File: config.mk
export PLATFORM = sky130hd
export DESIGN_NAME = sar_ram
export DESIGN_NICKNAME = d
export VERILOG_FILES = /design/src/sv/sar_ram.sv
export SDC_FILE = /design/constraint.sdc
export NUM_CORES = 2
export LEC_CHECK = 0
export BUFFER_PORTS_ARGS = -buffer_cell sky130_fd_sc_hd__buf_4
export CAP_MARGIN = 20
export CORE_AREA = 2 2 408 612
export DETAILED_ROUTE_END_ITERATION = 10
export DIE_AREA = 0 0 410 614
export SLEW_MARGIN = 20
export SYNTH_ARGS = -nofsm -noshare
export SYNTH_HDL_FRONTEND = slang
export SYNTH_SLANG_ARGS = --single-unit
File: constraint.sdc
create_clock -name i_clk -period 3.05 [get_ports i_clk]
set_input_delay 0.61 -clock i_clk [delete_from_list [all_inputs] [get_ports i_clk]]
set_output_delay 0.61 -clock i_clk [all_outputs]
set_load 0.01 [all_outputs]
File: src/sv/sar_ram.sv
// Generic single-port synchronous RAM with a registered read (read-first).
// No dependencies.
module sar_ram #(
    parameter int WIDTH = 8,
    parameter int DEPTH = 256,
    localparam int AW = $clog2(DEPTH)
) (
    input  logic             i_clk,
    input  logic             i_we,
    input  logic [AW-1:0]    i_addr,
    input  logic [WIDTH-1:0] i_wdata,
    output logic [WIDTH-1:0] o_rdata
);

    logic [WIDTH-1:0] r_mem [DEPTH];
    logic [WIDTH-1:0] r_rdata;

    always_ff @(posedge i_clk) begin
        if (i_we) begin
            r_mem[i_addr] <= i_wdata;
        end
        r_rdata <= r_mem[i_addr];
    end

    assign o_rdata = r_rdata;

endmodule

---- Word-level counts from Yosys, hierarchy flattened ----
Memories as Yosys holds them, arrays and structs flattened. A register that Yosys moved wholly into a read port is not among the register bits.
Cells that the tools add are included.
cells by class
  muxes and demuxes ....................... 2
operators with widths
  cell               number
  1-bit two-way mux  2
storage, ports and cells
  memory bits (writable) .................. 2048
  bits of input ports ..................... 18
  bits in registers ....................... 0
  output and inout port bits .............. 8
  word-level logic and storage cells ...... 3
  memories kept ........................... 1
memory list
  name   words  bits a word  read ports  clocked after memory_dff  write ports  line  source
  r_mem  256    8            1           1                         1            15    logic [WIDTH-1:0] r_mem [DEPTH];

---- Longest topological paths before layout ----
  word-level depth ........................ 2
  depth in mapped cells ................... 10
  gate-level depth less buffers ........... 5

---- Worst setup path after synthesis ----
Ideal clock, no wire load.
  path type ............................... input -> register
  from .................................... input i_addr[1]
  to ...................................... memory r_mem[111][0] (enable)
  buffers on the path ..................... 5
  setup time .............................. 370 ps
  data required time ...................... 2680 ps
  cell stages on the path ................. 9
  arrival ................................. 2459 ps
  slack ................................... 221 ps
  cell sequence ........................... buf_2 > clkbuf_1 > clkbuf_1 > nand2_1 > buf_2 > nor2_1 > nand2_1 > clkbuf_1 > nor2_1
RTL lines
  what                line  source
  start: declaration  10    input logic [AW-1:0] i_addr,
  end: declaration    15
No word-level cell before the write port.

==> impl_metrics.toml <==
[synth]
synth_top_family_by_area = "multiplexers"
avgSynthCellArea_sq_um = 22.1
synth_cell_types = 22
synth_compound_area_frac = 0.0362
yosysWarnings = 0
ys_ff_latch = 2056
async_flop_share = 0
synthSimpleGateAreaFrac = 0.0173
synthMuxAreaShare = 0.147
synthAdderAreaFrac = 0
ys_seq_area_frac = 0.786
postSynthCellCount = 3547
synth.cell_area_sq_um = 78500
synth_nets = 3565
synthXorXnorAreaFrac = 0
synth-edff-count = 2048
ys.flop_type = "edfxtp_1"

[drt]
drt_wl_total_um = 200000
ant_nets = 0
firstDrtPassIters = 5
drt_iter0_drc = 3812
via_count = 38500
drc = 0
drt-wirelength-per-cell_um = 26.6
post_drt_via_cell_ratio = 5.11

[power]
p_leak_uw = 0.0291
powerDensity_nw_per_um2 = 615
vdd_ir_drop_max_mv = 0.451
total_power_uw = 57400

[floorplanning]
dieArea_sq_um = 252000
core-area_sq_um = 247000
initial_core_util = 0.318
die_x_um = 410
io_pins = 26
fp-row-count = 224
die_h_um = 614

[sta]
drv_slew = 0
finalSetupViolations = 0
fmax_mhz = 354
post-route-period-util = 0.925
tightest_slew_ps = 948
finalHoldViolations = 0
maxSlewHeadroom = 0.368
fin_crit_ps = 2820
rsz0062_at_grt = "no"
clock_skew_ps = 58.7

[critical_path]
crit_family = "compound AO/OA/AOI/OAI gates"
r2r_setup_slack_ps = 450
cp_common_cell = "buf_4"
path_class = "in -> reg"
worstSetupEndpointType = "flip-flop"
reg2reg_to = "o_rdata[4]"
crit_start = "i_addr[0]"
cpPeakStageDelay_ps = 710
timing.rr.start = "r_mem[103][4]"
crit_cells = 10
critPathArrivalTime_ps = 3520
cp_max_fo = 11
slowest_stage = "o41ai_2"
required_ps = 3750
worstPathCellList = "buf_8 > buf_12 > buf_4 > buf_4 > mux4_2 > a22oi_1 > a21oi_1 > o41ai_2 > buf_4 > nand4_1"
rr_worst_depth = 6
crit_end = "o_rdata[4]"
start_kind = "input port"
cp_num_buf_inv = 5

[grt]
grt_pass1_vias = 40300
gr-total-overflow = 0
use_met1 = 0.185
grt_pass1_wl_um = 289000
met3_usage = 0.0177
grt_use_met2 = 0.289
antenna_found_initial = 7
track_usage = 0.157
grt_max_degree = 110
busiest_layer = "met2"

[place]
dpl.hpwl_um = 132000
gp_congestion = 0.824
port_buffers = 25

[clock_tree]
post_cts_buffers = 0
cts_tree = "yes"
path_clk_slew_ps = 60
ctsResizeCount = 1
htreeDepth = 4
cts_buffer_depth = 4
clock-sinks = 2056
hold_buffers = 0
cts_made_buffers = 180
cts-root-buf = "clkbuf_16"
clock_latency_ps = 840

[finish]
final_cell_mix = "edfxtp_1, buf_4, mux4_2"
fin_nets = 4149
synthToLayoutAreaGrowth_pct = 18.8
drive_gt1_frac = 0.330
layout_commonest_cell = "edfxtp_1"
final_util = 0.378

[hold_path]
hold_class = "in -> reg"

[run_status]
status = "finished clean"

[run]
maxCapViolations = 0
[synth_stat cells (2+ instances only)]
cell type / number / area [sq um]
nand4_1: 8 / 50.1
nand2_1: 28 / 105
and2_1: 3 / 18.8
nand2b_1: 6 / 37.5
clkbuf_1: 145 / 544
nand3_1: 13 / 65.1
buf_2: 36 / 180
nor2_1: 232 / 871
edfxtp_1: 2048 / 61500
mux4_2: 512 / 11500
buf_4: 16 / 120
or2_2: 2 / 12.5
a21oi_1: 128 / 641
a22oi_1: 256 / 1920
nor2b_1: 7 / 43.8
dfxtp_1: 8 / 160
buf_1: 19 / 71.3
nor3_1: 30 / 150
o41ai_1: 32 / 280
buf_6: 16 / 180
[state kept, by name (all words and copies together), names as in the netlist]
register  cells
o_rdata       8
r_mem      2048
[layout make-up]
type / count / area [sq um]
clock buffers: 212 / 4680
multi-input cells: 1258 / 15800
fillers: 22000 / 154000
diodes: 1 / 2.50
well taps: 3277 / 4100
repair buffers: 634 / 5860
clock inverters: 103 / 1170
flip-flops and latches: 2056 / 61700
inverters: 1 / 3.75
[how the worst min path moves through the flow]
stage | startpoint | end | slack (ps) | depth (start not counted)
floorplan | i_wdata[0] | r_mem[0][0] | 710 | 0
global placement | r_mem[48][5] | o_rdata[5] | 1020 | 5
detailed placement | r_mem[48][5] | o_rdata[5] | 980 | 5
CTS | i_wdata[5] | r_mem[2][5] | 180 | 1
global route | i_wdata[5] | r_mem[19][5] | 210 | 1
finish | i_wdata[5] | r_mem[17][5] | 210 | 1
[worst register-to-register path, delay by kind of cell, from the launching register on]
kind                   cells  cell delay (ps)
AO/OA/AOI/OAI              3             1280
buffers and inverters      1              240
flip-flops                 1              370
multiplexers               1              520
AND/OR/NAND/NOR            1               90
[through the flow]
stage	instances	TNS [ps]	setup slack (ps)	hold slack [ps]	instance area [sq um]
final	7542	0	229	213	93300
after global routing	7542	0	160	211	93300
after CTS	7541	0	285	181	93300
after detailed placement	7226	-11590	-976	975	87400
after global placement	7226	-10400	-960	1020	87400
after floorplan	3547	0	221	709	78500
[logic make-up after synthesis]
logic type,Yosys count
buf+inv,233
mux,512
compound gates,416
simple gates,330
flops,2056
[layer usage]
layer | wire, um | vias up
met5 | 60 | -
met4 | 8850 | 10
met3 | 9420 | 344
met2 | 108000 | 1251
met1 | 74500 | 20700
li1 | - | 16200
[power breakdown]
group / total [uW] / switching (uW) / internal (uW) / leakage [uW]
logic: 3040 / 1810 / 1230 / 0.00774
registers: 31200 / 53.6 / 31100 / 0.0185
clock network: 23200 / 10000 / 13200 / 0.00285
total: 57400 / 11900 / 45500 / 0.0291
Power figures use the tool's default switching activity.
